### src/rtl/core/rpr_pkg.sv
`timescale 1ns / 1ps
`default_nettype none

package rpr_pkg;

    // field widths fixed by the item formats
    localparam int LEVEL_W    = 16;
    localparam int OUT_TIME_W = 20;
    localparam int RISE_W     = 15;
    localparam int STEP_W     = 8;

    // default time counter width
    localparam int TIME_BITS_DEF = 20;

    // configuration defaults
    localparam logic [RISE_W-1:0] MIN_RISE_RESET  = 15'd128;
    localparam logic [STEP_W-1:0] TIME_STEP_RESET = 8'd10;

    // register index, taken from paddr[2]
    localparam logic REG_MIN_RISE  = 1'b0;
    localparam logic REG_TIME_STEP = 1'b1;

    // command codes
    localparam logic CMD_START  = 1'b0;
    localparam logic CMD_SAMPLE = 1'b1;

    typedef struct packed {
        logic                       command;
        logic signed [LEVEL_W-1:0]  sample_value;
    } sample_t;

    typedef struct packed {
        logic                       recorded;
        logic signed [LEVEL_W-1:0]  first_level;
        logic signed [LEVEL_W-1:0]  mid_level;
        logic [OUT_TIME_W-1:0]      mid_time;
        logic signed [LEVEL_W-1:0]  last_level;
        logic [OUT_TIME_W-1:0]      last_time;
        logic [OUT_TIME_W-1:0]      elapsed_time;
    } result_t;

endpackage

`default_nettype wire

### src/rtl/core/rpr_in_reg.sv
`timescale 1ns / 1ps
`default_nettype none

module rpr_in_reg
    import rpr_pkg::*;
(
    input  wire logic    clk,
    input  wire logic    rst_n,
    input  wire logic    sample_valid,
    output logic         sample_ready,
    input  wire sample_t sample,
    input  wire logic    advance,
    output logic         item_valid,
    output sample_t      item
);

    logic    valid_reg;
    sample_t item_reg;

    // stage is free when empty or when its item moves on this cycle
    assign sample_ready = !valid_reg || advance;
    assign item_valid   = valid_reg;
    assign item         = item_reg;

    // valid flag
    always_ff @(posedge clk or negedge rst_n)
    begin
        if (!rst_n)
        begin
            valid_reg <= 1'b0;
        end
        else if (sample_ready)
        begin
            valid_reg <= sample_valid;
        end
    end

    // payload capture on each transfer
    always_ff @(posedge clk)
    begin
        if (sample_valid && sample_ready)
        begin
            item_reg <= sample;
        end
    end

endmodule

`default_nettype wire

### src/rtl/core/rpr_tracker.sv
`timescale 1ns / 1ps
`default_nettype none

module rpr_tracker
    import rpr_pkg::*;
#(
    parameter int TIME_BITS = TIME_BITS_DEF
)
(
    input  wire logic              clk,
    input  wire logic              rst_n,
    input  wire logic              item_valid,
    input  wire sample_t           item,
    input  wire logic [RISE_W-1:0] min_rise,
    input  wire logic [STEP_W-1:0] time_step,
    output logic                   advance,
    output logic                   result_valid,
    input  wire logic              result_ready,
    output result_t                result
);

    localparam int LVL_EXT_W = LEVEL_W + 2;

    typedef logic signed [LEVEL_W-1:0] level_t;
    typedef logic [TIME_BITS-1:0]      stamp_t;

    // curve record
    level_t start_level_reg,      start_level_next;
    level_t middle_level_reg,     middle_level_next;
    stamp_t middle_stamp_reg,     middle_stamp_next;
    level_t latest_level_reg,     latest_level_next;
    stamp_t latest_stamp_reg,     latest_stamp_next;
    level_t checkpoint_level_reg, checkpoint_level_next;
    stamp_t checkpoint_stamp_reg, checkpoint_stamp_next;
    stamp_t plateau_start_reg,    plateau_start_next;
    stamp_t elapsed_reg,          elapsed_next;
    logic   recorded_next;

    logic    out_valid_reg;
    result_t result_reg;
    result_t result_next;

    logic [TIME_BITS:0]          time_sum;
    logic [TIME_BITS:0]          avg_sum;
    logic signed [LVL_EXT_W-1:0] rise_limit;
    logic                        risen;

    // result register is free when empty or taken this cycle
    assign advance      = item_valid && (!out_valid_reg || result_ready);
    assign result_valid = out_valid_reg;
    assign result       = result_reg;

    // rise test at full width, no wrap
    assign rise_limit = LVL_EXT_W'(latest_level_reg) + $signed({3'b000, min_rise});
    assign risen      = LVL_EXT_W'(item.sample_value) >= rise_limit;

    // saturating time advance
    assign time_sum = {1'b0, elapsed_reg} + (TIME_BITS + 1)'(time_step);
    assign avg_sum  = {1'b0, elapsed_next} + {1'b0, plateau_start_reg};

    // low output bits of a time value
    function automatic logic [OUT_TIME_W-1:0] time_out(input stamp_t t);
        logic [OUT_TIME_W+TIME_BITS-1:0] ext;
        ext = {{OUT_TIME_W{1'b0}}, t};
        return ext[OUT_TIME_W-1:0];
    endfunction

    // record update for one item
    always_comb
    begin
        start_level_next      = start_level_reg;
        middle_level_next     = middle_level_reg;
        middle_stamp_next     = middle_stamp_reg;
        latest_level_next     = latest_level_reg;
        latest_stamp_next     = latest_stamp_reg;
        checkpoint_level_next = checkpoint_level_reg;
        checkpoint_stamp_next = checkpoint_stamp_reg;
        plateau_start_next    = plateau_start_reg;
        recorded_next         = 1'b0;
        elapsed_next          = time_sum[TIME_BITS] ? '1 : time_sum[TIME_BITS-1:0];

        if (item.command == CMD_START)
        begin
            start_level_next      = '0;
            middle_level_next     = '0;
            middle_stamp_next     = '0;
            latest_level_next     = item.sample_value;
            latest_stamp_next     = '0;
            checkpoint_level_next = '0;
            checkpoint_stamp_next = '0;
            plateau_start_next    = '0;
            elapsed_next          = '0;
        end
        else if (start_level_reg == '0)
        begin
            // waiting for the first rise
            if (latest_level_reg != '0 && risen)
            begin
                start_level_next      = latest_level_reg;
                middle_level_next     = item.sample_value;
                middle_stamp_next     = elapsed_next;
                latest_level_next     = item.sample_value;
                latest_stamp_next     = elapsed_next;
                plateau_start_next    = elapsed_next;
                checkpoint_level_next = item.sample_value;
                checkpoint_stamp_next = elapsed_next;
                recorded_next         = 1'b1;
            end
        end
        else
        begin
            // shift points along when time doubles
            if ({1'b0, elapsed_next} >= {checkpoint_stamp_reg, 1'b0})
            begin
                middle_level_next     = checkpoint_level_reg;
                middle_stamp_next     = checkpoint_stamp_reg;
                checkpoint_level_next = latest_level_reg;
                checkpoint_stamp_next = latest_stamp_reg;
            end
            if (risen)
            begin
                if (latest_level_reg == middle_level_next)
                begin
                    middle_stamp_next = latest_stamp_reg;
                end
                if (latest_level_reg == checkpoint_level_next)
                begin
                    checkpoint_stamp_next = latest_stamp_reg;
                end
                latest_level_next  = item.sample_value;
                latest_stamp_next  = elapsed_next;
                plateau_start_next = elapsed_next;
                recorded_next      = 1'b1;
            end
            else
            begin
                // midpoint of the time spent at this level
                latest_stamp_next = avg_sum[TIME_BITS:1];
            end
        end
    end

    // result fields
    always_comb
    begin
        result_next.recorded     = recorded_next;
        result_next.first_level  = start_level_next;
        result_next.mid_level    = middle_level_next;
        result_next.mid_time     = time_out(middle_stamp_next);
        result_next.last_level   = latest_level_next;
        result_next.last_time    = time_out(latest_stamp_next);
        result_next.elapsed_time = time_out(elapsed_next);
    end

    // record state
    always_ff @(posedge clk or negedge rst_n)
    begin
        if (!rst_n)
        begin
            start_level_reg      <= '0;
            middle_level_reg     <= '0;
            middle_stamp_reg     <= '0;
            latest_level_reg     <= '0;
            latest_stamp_reg     <= '0;
            checkpoint_level_reg <= '0;
            checkpoint_stamp_reg <= '0;
            plateau_start_reg    <= '0;
            elapsed_reg          <= '0;
        end
        else if (advance)
        begin
            start_level_reg      <= start_level_next;
            middle_level_reg     <= middle_level_next;
            middle_stamp_reg     <= middle_stamp_next;
            latest_level_reg     <= latest_level_next;
            latest_stamp_reg     <= latest_stamp_next;
            checkpoint_level_reg <= checkpoint_level_next;
            checkpoint_stamp_reg <= checkpoint_stamp_next;
            plateau_start_reg    <= plateau_start_next;
            elapsed_reg          <= elapsed_next;
        end
    end

    // result valid flag
    always_ff @(posedge clk or negedge rst_n)
    begin
        if (!rst_n)
        begin
            out_valid_reg <= 1'b0;
        end
        else if (!out_valid_reg || result_ready)
        begin
            out_valid_reg <= item_valid;
        end
    end

    // result payload
    always_ff @(posedge clk)
    begin
        if (advance)
        begin
            result_reg <= result_next;
        end
    end

endmodule

`default_nettype wire

### src/rtl/core/rise_point_recorder.sv
`timescale 1ns / 1ps
`default_nettype none

// Rise point recorder: keeps first, mid and last points of a rising
// temperature curve for a later exponential fit.
// Sample channel (sample_valid / sample_ready / sample): a start command
// clears the record and seeds the last level; a sample command advances
// elapsed time by time_step and may start timing or record a new rise.
// Result channel (result_valid / result_ready / result): exactly one result
// per item, in order, showing the record after that item.
// An accepted item waits in the input register; its record update is then
// loaded into the result register, which drives result_valid and result.
// Throughput: one item per cycle while result_ready is high; the record
// update is combinational and feeds the next item directly.
// When the receiver stalls, the result register holds, the input register
// keeps one more item, and then sample_ready drops.
// Reset clears the record and both pipeline stages and loads min_rise = 128
// and time_step = 10. The APB port (pready always high) writes min_rise at
// address 0 and time_step at address 4; write only while the block is idle.

module rise_point_recorder
    import rpr_pkg::*;
#(
    parameter int TIME_BITS = TIME_BITS_DEF
)
(
    input  wire logic        clk,
    input  wire logic        rst_n,
    input  wire logic        sample_valid,
    output logic             sample_ready,
    input  wire sample_t     sample,
    output logic             result_valid,
    input  wire logic        result_ready,
    output result_t          result,
    input  wire logic        psel,
    input  wire logic        penable,
    input  wire logic        pwrite,
    input  wire logic [2:0]  paddr,
    input  wire logic [31:0] pwdata,
    output logic [31:0]      prdata,
    output logic             pready
);

    logic [RISE_W-1:0] min_rise_reg;
    logic [STEP_W-1:0] time_step_reg;
    logic              cfg_write;
    logic              advance;
    logic              item_valid;
    sample_t           item;

    assign pready    = 1'b1;
    assign cfg_write = psel && penable && pwrite && pready;

    // configuration registers
    always_ff @(posedge clk or negedge rst_n)
    begin
        if (!rst_n)
        begin
            min_rise_reg  <= MIN_RISE_RESET;
            time_step_reg <= TIME_STEP_RESET;
        end
        else if (cfg_write)
        begin
            unique case (paddr[2])
                REG_MIN_RISE:  min_rise_reg  <= pwdata[RISE_W-1:0];
                REG_TIME_STEP: time_step_reg <= pwdata[STEP_W-1:0];
                default:       ;
            endcase
        end
    end

    // register readback
    always_comb
    begin
        unique case (paddr[2])
            REG_MIN_RISE:  prdata = {{(32-RISE_W){1'b0}}, min_rise_reg};
            REG_TIME_STEP: prdata = {{(32-STEP_W){1'b0}}, time_step_reg};
            default:       prdata = '0;
        endcase
    end

    rpr_in_reg u_in_reg (
        .clk          (clk),
        .rst_n        (rst_n),
        .sample_valid (sample_valid),
        .sample_ready (sample_ready),
        .sample       (sample),
        .advance      (advance),
        .item_valid   (item_valid),
        .item         (item)
    );

    rpr_tracker #(
        .TIME_BITS (TIME_BITS)
    ) u_tracker (
        .clk          (clk),
        .rst_n        (rst_n),
        .item_valid   (item_valid),
        .item         (item),
        .min_rise     (min_rise_reg),
        .time_step    (time_step_reg),
        .advance      (advance),
        .result_valid (result_valid),
        .result_ready (result_ready),
        .result       (result)
    );

endmodule

`default_nettype wire
### config.mk
export PLATFORM = sky130hd
export DESIGN_NAME = rise_point_recorder
export DESIGN_NICKNAME = d
export VERILOG_FILES = /design/src/rtl/core/rpr_pkg.sv /design/src/rtl/core/rpr_in_reg.sv /design/src/rtl/core/rpr_tracker.sv /design/src/rtl/core/rise_point_recorder.sv
export SDC_FILE = /design/constraint.sdc
export NUM_CORES = 1
export LEC_CHECK = 0
export BUFFER_PORTS_ARGS = -buffer_cell sky130_fd_sc_hd__buf_2
export CORE_ASPECT_RATIO = 1.4
export CORE_MARGIN = 10
export CORE_UTILIZATION = 59
export CTS_CLUSTER_SIZE = 28
export DETAILED_ROUTE_END_ITERATION = 8
export GPL_ROUTABILITY_DRIVEN = 0
export PLACE_DENSITY = 0.79
export SLEW_MARGIN = 40
export SYNTH_ARGS = -nofsm -noshare
export SYNTH_HDL_FRONTEND = slang
export SYNTH_SLANG_ARGS = --single-unit
### constraint.sdc
create_clock -name clk -period 7.9 [get_ports clk]
set_input_delay 0.79 -clock clk [delete_from_list [all_inputs] [get_ports clk]]
set_output_delay 0.79 -clock clk [all_outputs]
set_load 0.005 [all_outputs]
Word-level counts from Yosys, hierarchy flattened
Cells that the tools add are included.

word-level totals
  register bits = 315
  latch bits = 0
  bits in writable memories = 0
  bits in read-only memories = 0
  word-level logic and storage cells = 91
  memories = 0

operators by class
  $add $sub $neg = 3
  $mul = 0
  divide/modulo/power cells = 0
  magnitude comparators = 2
  equality and inequality tests = 4
  shifts and indexed selects = 0
  mux-type cells = 44
  bitwise logic cells = 1
  reduce and logical (&&, ||, !) cells = 15

operators by type and width
  cell                                                              count
  20-bit two-way mux                                                21
  16-bit two-way mux                                                19
  32-bit case mux with 2 select lines                               1
  16-bit equality test                                              2
  20-bit by 20-bit adder with 21-bit output                         1
  20-bit by 8-bit adder with 21-bit output                          1
  20-bit by 21-bit >= comparator with 1-bit output                  1
  16-bit by 16-bit adder with 17-bit output                         1
  16-bit by 17-bit >= comparator with 1-bit output                  1
  16-bit zero test                                                  1
  16-bit nonzero test                                               1
  2-bit AND reduction                                               3
  1-bit logical AND                                                 5
  1-bit two-way mux                                                 3
  3-bit by 1-bit != test with 1-bit output (second input constant)  1
  3-bit != test (second input constant)                             1
  3-bit AND reduction                                               1
  1-bit zero test                                                   2
  1-bit logical OR                                                  2
  1-bit inverter                                                    1

Longest topological paths before layout
Gate-level depths: netlist (run 1).

  depth in word-level cells = 11
  depth in mapped cells = 24
  depth with buffers taken out = 22

By module
A second synthesis (run 1) with hierarchy kept.

second synthesis, totals
  cell total of the unflattened synthesis = 1,699
  area total of the unflattened synthesis = 17,296.6 µm²

modules (own cells, without submodules)
  module               times used  cells an instance  area each (µm²)
  rpr_tracker          1           1,592              15,516.1
  rise_point_recorder  1           86                 1,216.2
  rpr_in_reg           1           21                 564.3

Worst setup path after synthesis (run 1)
OpenSTA, ideal clock, no wires.

  path kind = register -> register
  start = register time_step_reg[0]
  end = register u_tracker.result_reg (netlist bit u_tracker.result[57]) (data pin)
  setup time = 270 ps
  arrival = 5,303 ps
  setup slack = 2,327 ps
  cell stages (with the launch flop) = 22
  buffers on the path = 3
  cell sequence = dfrtp_1 > ha_1 > fa_1 > a211oi_1 > o21ai_1 > and3_4 > buf_6 > nand2_1 > clkbuf_1 > nand2_1 > ha_1 > a21oi_1 > o21ai_1 > a221o_1 > a211o_1 > a2111oi_0 > a2bb2o_4 > or4_4 > buf_6 > or3_1 > nand3_1 > a21oi_1

on the way
  longest elaborated chain between the ends = 11

RTL lines
  item                                              line                       source
  from (decl)                                       rise_point_recorder.sv:45  logic [STEP_W-1:0] time_step_reg;
  from (signal assigned)                            rise_point_recorder.sv:66  REG_TIME_STEP: time_step_reg <= pwdata[STEP_W-1:0];
  20-bit by 8-bit adder with 21-bit output *        rpr_tracker.sv:58          assign time_sum = {1'b0, elapsed_reg} + (TIME_BITS + 1)'(time_step);
  20-bit two-way mux *                              rpr_tracker.sv:80          elapsed_next = time_sum[TIME_BITS] ? '1 : time_sum[TIME_BITS-1:0];
  20-bit by 21-bit >= comparator with 1-bit output  rpr_tracker.sv:113         if ({1'b0, elapsed_next} >= {checkpoint_stamp_reg, 1'b0})
  16-bit two-way mux                                rpr_tracker.sv:113
  16-bit two-way mux                                rpr_tracker.sv:94          else if (start_level_reg == '0)
  16-bit two-way mux                                rpr_tracker.sv:82          if (item.command == CMD_START)
  16-bit equality test                              rpr_tracker.sv:122         if (latest_level_reg == middle_level_next)
  20-bit two-way mux                                rpr_tracker.sv:122
  20-bit two-way mux                                rpr_tracker.sv:120         if (risen)
  20-bit two-way mux *                              rpr_tracker.sv:94
  20-bit two-way mux *                              rpr_tracker.sv:82
  net u_tracker.middle_stamp_next[1]                rpr_tracker.sv:30          stamp_t middle_stamp_reg, middle_stamp_next;
  to (signal assigned)                              rpr_tracker.sv:202         result_reg <= result_next;
  to (decl)                                         rpr_tracker.sv:40          result_t result_reg;

The timed path passes the listed nets; every way through them passes the cells marked *. The select of a mux whose other input is x is not followed.
A chain may end at the register's enable or synchronous reset.

Final worst setup path (run 1)
  start = register u_tracker.latest_level_reg[0]
  end = register u_tracker.result_reg (netlist bit u_tracker.result[57]) (data pin)

on the way
  longest elaborated chain between the ends = 6

RTL lines
  item                                              line                source
  from (decl)                                       rpr_tracker.sv:31   level_t latest_level_reg, latest_level_next;
  from (signal assigned)                            rpr_tracker.sv:175  latest_level_reg <= latest_level_next;
  16-bit by 16-bit adder with 17-bit output         rpr_tracker.sv:54   assign rise_limit = LVL_EXT_W'(latest_level_reg) + $signed({3'b000, min_rise});
  16-bit by 17-bit >= comparator with 1-bit output  rpr_tracker.sv:55   assign risen = LVL_EXT_W'(item.sample_value) >= rise_limit;
  1-bit logical AND                                 rpr_tracker.sv:97   if (latest_level_reg != '0 && risen)
  20-bit two-way mux                                rpr_tracker.sv:97
  20-bit two-way mux *                              rpr_tracker.sv:94
  20-bit two-way mux *                              rpr_tracker.sv:82
  net u_tracker.middle_stamp_next[1]                rpr_tracker.sv:30

The timed path passes the listed nets; every way through them passes the cells marked *.

==> impl_metrics.json, run 1 <==
{
  "outcome": "complete, no violations",
  "postCtsSetupBuffers": 0,
  "synthFlopType": "dfrtp_1",
  "p_int_mw": 4.63,
  "ys_types": 77,
  "via_per_inst": 6.59,
  "pwr-share-clk": 0.174,
  "largest_reg_flops": 109,
  "switchingPower_mw": 3.86,
  "num-fill-cells": 2217,
  "clk_path_buf_depth": 3,
  "power.density_nw_per_um2": 429,
  "path_delay_family": "compound AO/OA/AOI/OAI gates",
  "cp_max_fo": 20,
  "irDropWorstVdd_mv": 0.382,
  "hold_buffers": 0,
  "place.port_buffers": 165,
  "clk_latency_ns": 0.57,
  "power_frac_comb": 0.516,
  "min_period_over_period": 0.904,
  "critPathMostFrequentCell": "a21oi_1",
  "start_util": 0.602,
  "rr_worst_depth": 21,
  "gr-total-overflow": 0,
  "timing.rr.start": "u_tracker.latest_level_reg[0]$_DFFE_PN0P_",
  "cts_buffers": 29,
  "synth_adder_area_share": 0.0586,
  "worst_pin_slew_ns": 0.859,
  "dp_cells": 2211,
  "finalNonFillerCells": 2264,
  "cts_max_level": 1,
  "slowest_delay_ns": 0.80,
  "power_frac_seq": 0.310,
  "die_area_um2": 37400,
  "die_w_um": 166,
  "grt_util_all_layers": 0.273,
  "whs_ns": 0.135,
  "synthCells": 1739,
  "area_growth_pct": 12.1,
  "cp.required_ns": 8.21,
  "path_clk_slew_ns": 0.06,
  "timing.slew.headroom": 0.412,
  "dieHeight_um": 225,
  "syn_avg_cell_area_um2": 10.2,
  "final_layout_size_suffix_gt1_frac": 0.196,
  "grt_pass1_vias": 14739,
  "rsz0062_at_grt": "no",
  "switching_share": 0.455,
  "hold_class": "in2async",
  "wl_per_cell_um": 23.6,
  "rows": 74,
  "cts_tree": "done",
  "critical_path_cell_count": 21,
  "grt_pass1_wl_mm": 82.2,
  "dpl.hpwl_mm": 37.4,
  "p_total_mw": 8.50,
  "crit_arrival_ns": 7.45,
  "drtPass1Iterations": 6,
  "num_vias": 14911,
  "ant_nets": 0,
  "synthXorXnorAreaFrac": 0.0278,
  "path_buf_inv": 1,
  "post_cts_resize_count": 0,
  "antenna_cells": 0,
  "syn_area_um2": 17700,
  "crit_start": "u_tracker.latest_level_reg[0]$_DFFE_PN0P_",
  "skew_ns": 0.0171,
  "synth_top_family_by_area": "compound AO/OA/AOI/OAI gates",
  "synth_warnings": 0,
  "clock.fmax_mhz": 140,
  "yosys.area_share.simple": 0.118,
  "leakagePower_nw": 8.96,
  "synth_mux_area_frac": 0.0653,
  "drt-total-wl_mm": 53.5,
  "start_kind": "register",
  "antenna_found_initial": 0,
  "cap_violations": 0,
  "tns_ns": 0,
  "drc": 0,
  "core_area_um2": 29400,
  "grt_max_degree": 116,
  "root_buffer": "clkbuf_16",
  "ys_ff_latch": 315,
  "cp-end-kind": "register",
  "clock-sinks": 315,
  "cp_cell_sequence": "ha_1 > fa_1 > a21o_1 > a21oi_1 > o21bai_1 > a21oi_1 > o21bai_1 > a21oi_1 > o21bai_1 > a2111oi_0 > o31ai_1 > or3_1 > ha_1 > nor2b_1 > o21ai_1 > nor2_1 > buf_4 > or4_4 > o221ai_1 > nand3_1 > a21oi_1",
  "setup_viol": 0,
  "synth_edf_count": 126,
  "final_hold_viol_count": 0,
  "layout.nets": 2002,
  "io_pins": 203,
  "crit_slowest_cell": "a2111oi_0",
  "synthArstFlopShare": 0.600,
  "report.final.slew_viol_count": 0,
  "synth_compound_area_frac": 0.202,
  "crit_type": "reg2reg",
  "finalCriticalPeriod_ns": 7.14,
  "drt_iter0_drc": 1545,
  "seq_area_frac_synth": 0.482
}
## placed cells by master (no fill, tap or decap), types with 15 or more instances in the layout
master	n
nor3_1	17
o211ai_1	36
ha_1	78
mux2i_1	22
nor4_1	15
buf_4	31
o21ai_0	109
o31ai_1	25
nand4_1	15
xor2_1	29
a21oi_1	121
nor2_1	106
conb_1	18
mux2_2	83
nand3_1	28
buf_2	164
a21o_1	33
dfrtp_1	186
nor2b_1	17
edfxtp_1	126
inv_1	68
clkbuf_16	30
nand2_1	195
xnor2_1	27
a22o_1	15
o221ai_1	20
o22ai_1	16
o21a_1	36
## power groups by stage
| stage | logic, mW | clock network, mW | registers, mW |
|---|---|---|---|
| finish | 4.38 | 1.48 | 2.64 |
| global route | 4.73 | 1.56 | 2.67 |
| CTS | 4.24 | 1.49 | 2.62 |
| detailed placement | 4.20 | 0 | 2.65 |
| global placement | 4.06 | 0 | 2.63 |
| floorplan | 2.91 | 0 | 2.48 |
## final cells by class
type	instances	area, um^2	area share
sequential	315	8520	0.430
clock buffer	34	754	0.0381
tap	380	475	0.0240
inverter	70	270	0.0136
clock inverter	19	230	0.0116
timing repair buffer	198	1100	0.0556
multi-input combinational	1248	8460	0.427
## path summary, 6_finish.rpt
| path | endpoint | slack [ns] |
|---|---|---|
| worst max-delay path | u_tracker.result[57]$_DFFE_PP_ | 0.76 |
| worst min-delay path | u_tracker.checkpoint_stamp_reg[10]$_DFFE_PN0P_ | 0.14 |
| worst max register to register | u_tracker.result[57]$_DFFE_PP_ | 0.76 |
| worst min register to register | u_tracker.plateau_start_reg[12]$_DFFE_PN0P_ | 0.49 |
| max in group asynchronous | u_tracker.latest_stamp_reg[4]$_DFFE_PN0P_ | 6.56 |
| min in group clk | u_in_reg.item[11]$_DFFE_PP_ | 0.39 |
## cell usage after synthesis (4+ instances only)
cell,count,share of area
a2111oi_0,4,0.0020
a211oi_1,10,0.0042
a21o_1,33,0.014
a21oi_1,122,0.035
a222oi_1,4,0.0023
a22o_1,15,0.0074
a22oi_1,14,0.0059
and2_1,10,0.0035
and3_1,11,0.0039
and4_1,4,0.0020
buf_1,7,0.0015
buf_4,18,0.0076
clkbuf_1,94,0.020
dfrtp_1,186,0.26
edfxtp_1,126,0.21
ha_1,78,0.055
inv_1,69,0.015
mux2_2,83,0.053
mux2i_1,22,0.012
nand2_1,196,0.042
nand2b_1,7,0.0025
nand3_1,28,0.0079
nand4_1,15,0.0053
nor2_1,108,0.023
nor2b_1,17,0.0060
nor3_1,19,0.0054
nor4_1,15,0.0053
o2111ai_1,4,0.0020
o211a_1,5,0.0028
o211ai_1,36,0.015
o21a_1,36,0.015
o21ai_0,110,0.031
o21ai_1,12,0.0034
o21bai_1,14,0.0059
o221a_2,14,0.0089
o221ai_1,20,0.0099
o22ai_1,16,0.0057
o2bb2ai_1,5,0.0025
o31a_1,4,0.0020
o31ai_1,25,0.011
or2_2,4,0.0014
or3_1,13,0.0046
xnor2_1,27,0.013
xor2_1,29,0.014
## stage by stage
step | util | setup WS [ns] | instance area, um^2
after floorplan | - | 2.33 | 17700
after CTS | 0.674 | 0.996 | 19800
after global placement | 0.640 | 1.16 | 18800
after global routing | 0.675 | 0.438 | 19800
final | 0.675 | 0.762 | 19800
after detailed placement | 0.641 | 1.03 | 18800
## cell families after synthesis
logic type,Yosys count
AOI/OAI and AO/OA,532
xor gates and xnor gates,56
adders and majority gates,81
buffers and inverters,192
DFF,315
muxes,105
other,2
and+or+nand+nor,456
## per-layer routing
metal	GRT usage	wire length, um	vias up
li1	-	-	6627
met1	0.308	18800	7155
met2	0.450	25400	859
met3	0.0466	4280	270
met4	0.223	5040	0
met5	0	0	-
Note: power is estimated with default switching activity, not from simulation.
==> run 2, diff against run 1 <==
==> constraint.sdc (replaced) <==
create_clock -name clk -period 7.9 [get_ports clk]
set_input_delay 0 -clock clk [delete_from_list [all_inputs] [get_ports clk]]
set_output_delay 0 -clock clk [all_outputs]
set_load 0.005 [all_outputs]
==> impl_metrics.json, run 2 (synthesis gave the netlist of run 1 again) <==
{
  "outcome": "finished, violations left",
  "violations": "hold timing",
  "whs_ns": -0.0105,
  "postCtsSetupBuffers": 0,
  "reg2reg_slack_ns": 0.71,
  "area_growth_pct": 14.7,
  "layout.nets": 2044,
  "via_per_inst": 6.54,
  "setup_viol": 0,
  "antenna_found_initial": 0,
  "io_pins": 203,
  "cp_cell_sequence": "ha_1 > fa_1 > a21o_1 > a21oi_1 > o21bai_1 > a21oi_1 > o21bai_1 > a21oi_1 > o21bai_1 > a2111oi_1 > o31ai_1 > or3_1 > ha_1 > nor2b_1 > o21ai_1 > inv_1 > a21oi_2 > o21ai_2 > buf_4 > a21oi_1 > buf_4 > nor2_1 > a21oi_1",
  "grt_pass1_wl_mm": 85.7,
  "crit_type": "reg2reg",
  "die_w_um": 166,
  "cp.required_ns": 8.40,
  "power.density_nw_per_um2": 425,
  "skew_ns": 0.0134,
  "timing.rr.start": "u_tracker.latest_level_reg[0]$_DFFE_PN0P_",
  "rsz0062_at_grt": "no",
  "crit_path_end": "u_tracker.checkpoint_stamp_reg[9]$_DFFE_PN0P_",
  "hold_buffers": 36,
  "layout_setup_ws_ns": 0.713,
  "grt_pass1_vias": 15161,
  "drt_iter0_drc": 1798,
  "dieHeight_um": 225,
  "crit_start": "u_tracker.latest_level_reg[0]$_DFFE_PN0P_",
  "ant_nets": 0,
  "final_common_cell": "nand2_1",
  "crit_slowest_cell": "a2111oi_1",
  "cts_buffers": 30,
  "cp_max_fo": 36,
  "rr_worst_depth": 23,
  "drtPass1Iterations": 7,
  "timing.slew.headroom": 0.438,
  "final_layout_size_suffix_gt1_frac": 0.195,
  "dpl.hpwl_mm": 37.6,
  "largest_reg_flops": 109,
  "core_area_um2": 29400,
  "place.port_buffers": 165,
  "rows": 74,
  "reg2reg_to": "u_tracker.checkpoint_stamp_reg[9]$_DFFE_PN0P_",
  "report.final.slew_viol_count": 0,
  "grt_util_all_layers": 0.285,
  "clk_latency_ns": 0.59,
  "drc": 0,
  "root_buffer": "clkbuf_16",
  "tns_ns": 0,
  "wl_per_cell_um": 23.8,
  "clk_path_buf_depth": 3,
  "num_vias": 15087,
  "final_hold_viol_count": 3,
  "worst_pin_slew_ns": 0.843,
  "die_area_um2": 37400,
  "finalCriticalPeriod_ns": 7.19,
  "cp-end-kind": "register",
  "leakagePower_nw": 9.16,
  "cap_violations": 0,
  "cts_max_level": 1,
  "clock.fmax_mhz": 139,
  "irDropWorstVdd_mv": 0.442,
  "grt_max_degree": 116,
  "antenna_cells": 0,
  "gr-total-overflow": 0,
  "final_cell_mix": "nand2_1 (195), dfrtp_1 (186), buf_2 (164)",
  "post-place-ws_ns": 0.821,
  "start_util": 0.602,
  "critPathMostFrequentCell": "a21oi_1",
  "post_cts_resize_count": 0,
  "hold_class": "in2async",
  "path_clk_slew_ns": 0.07,
  "min_period_over_period": 0.910,
  "drt-total-wl_mm": 55.0,
  "cts_tree": "done",
  "clock-sinks": 315,
  "slowest_delay_ns": 0.76,
  "final_area_um2": 20300,
  "start_kind": "register",
  "crit_arrival_ns": 7.69,
  "final_util": 0.691,
  "place_area_um2": 18900
}
run 2: changes by cell type in the layout (fill, tap and decap cells not counted), moves of 2 or more:
cell           change
dlygate4sd3_1     +36
buf_4              +3
buf_8              +2
clkbuf_16          +2
clkinv_1           +2
clkinv_2           -2
run 2: final cells by class:
class / instances / area, um^2
repair buffers: 239 / 1510
fillers: 2194 / 9080
flip-flops and latches: 315 / 8520
inverters: 70 / 268
multi-input cells: 1248 / 8460
clock buffers: 37 / 808
clock inverters: 19 / 229
well taps: 380 / 475
run 2: critical path: cells and delay by family, from the launching register on:
kind	cells	cell delay [ns]
flops	1	0.53
compound gates	14	4.22
simple gates	3	0.53
buf+inv	3	0.77
fa+ha+maj	3	1.00
run 2: per-layer routing:
layer,part of all wire,GRT usage
met5,0,0
met4,0.085,0.211
met3,0.087,0.0482
met2,0.49,0.478
met1,0.34,0.323
run 2: how the worst min path moves through the flow:
stage                                                     end  cells past startpoint      start
2_1_floorplan                     min_rise_reg[0]$_DFFE_PN0P_                      0      rst_n
3_3_place_gp                       u_in_reg.item[6]$_DFFE_PP_                      1  sample[6]
3_5_place_dp   u_tracker.checkpoint_stamp_reg[10]$_DFFE_PN0P_                      1      rst_n
4_1_cts        u_tracker.checkpoint_stamp_reg[10]$_DFFE_PN0P_                      2      rst_n
5_1_grt        u_tracker.checkpoint_stamp_reg[10]$_DFFE_PN0P_                      2      rst_n
6_report           u_tracker.middle_stamp_reg[10]$_DFFE_PN0P_                      2      rst_n
run 2: report_power, final:
group,internal (mW),switching [mW]
Sequential,2.23,0.405
Combinational,1.61,2.83
Clock,0.889,0.647
Total,4.73,3.88
run 2: stage by stage:
stage / power, mW / std cells
after global placement: 6.70 / 2213
final: 8.61 / 2308
after global routing: 9.08 / 2308
after CTS: 8.46 / 2308
after detailed placement: 6.87 / 2216
after floorplan: 5.40 / 1755
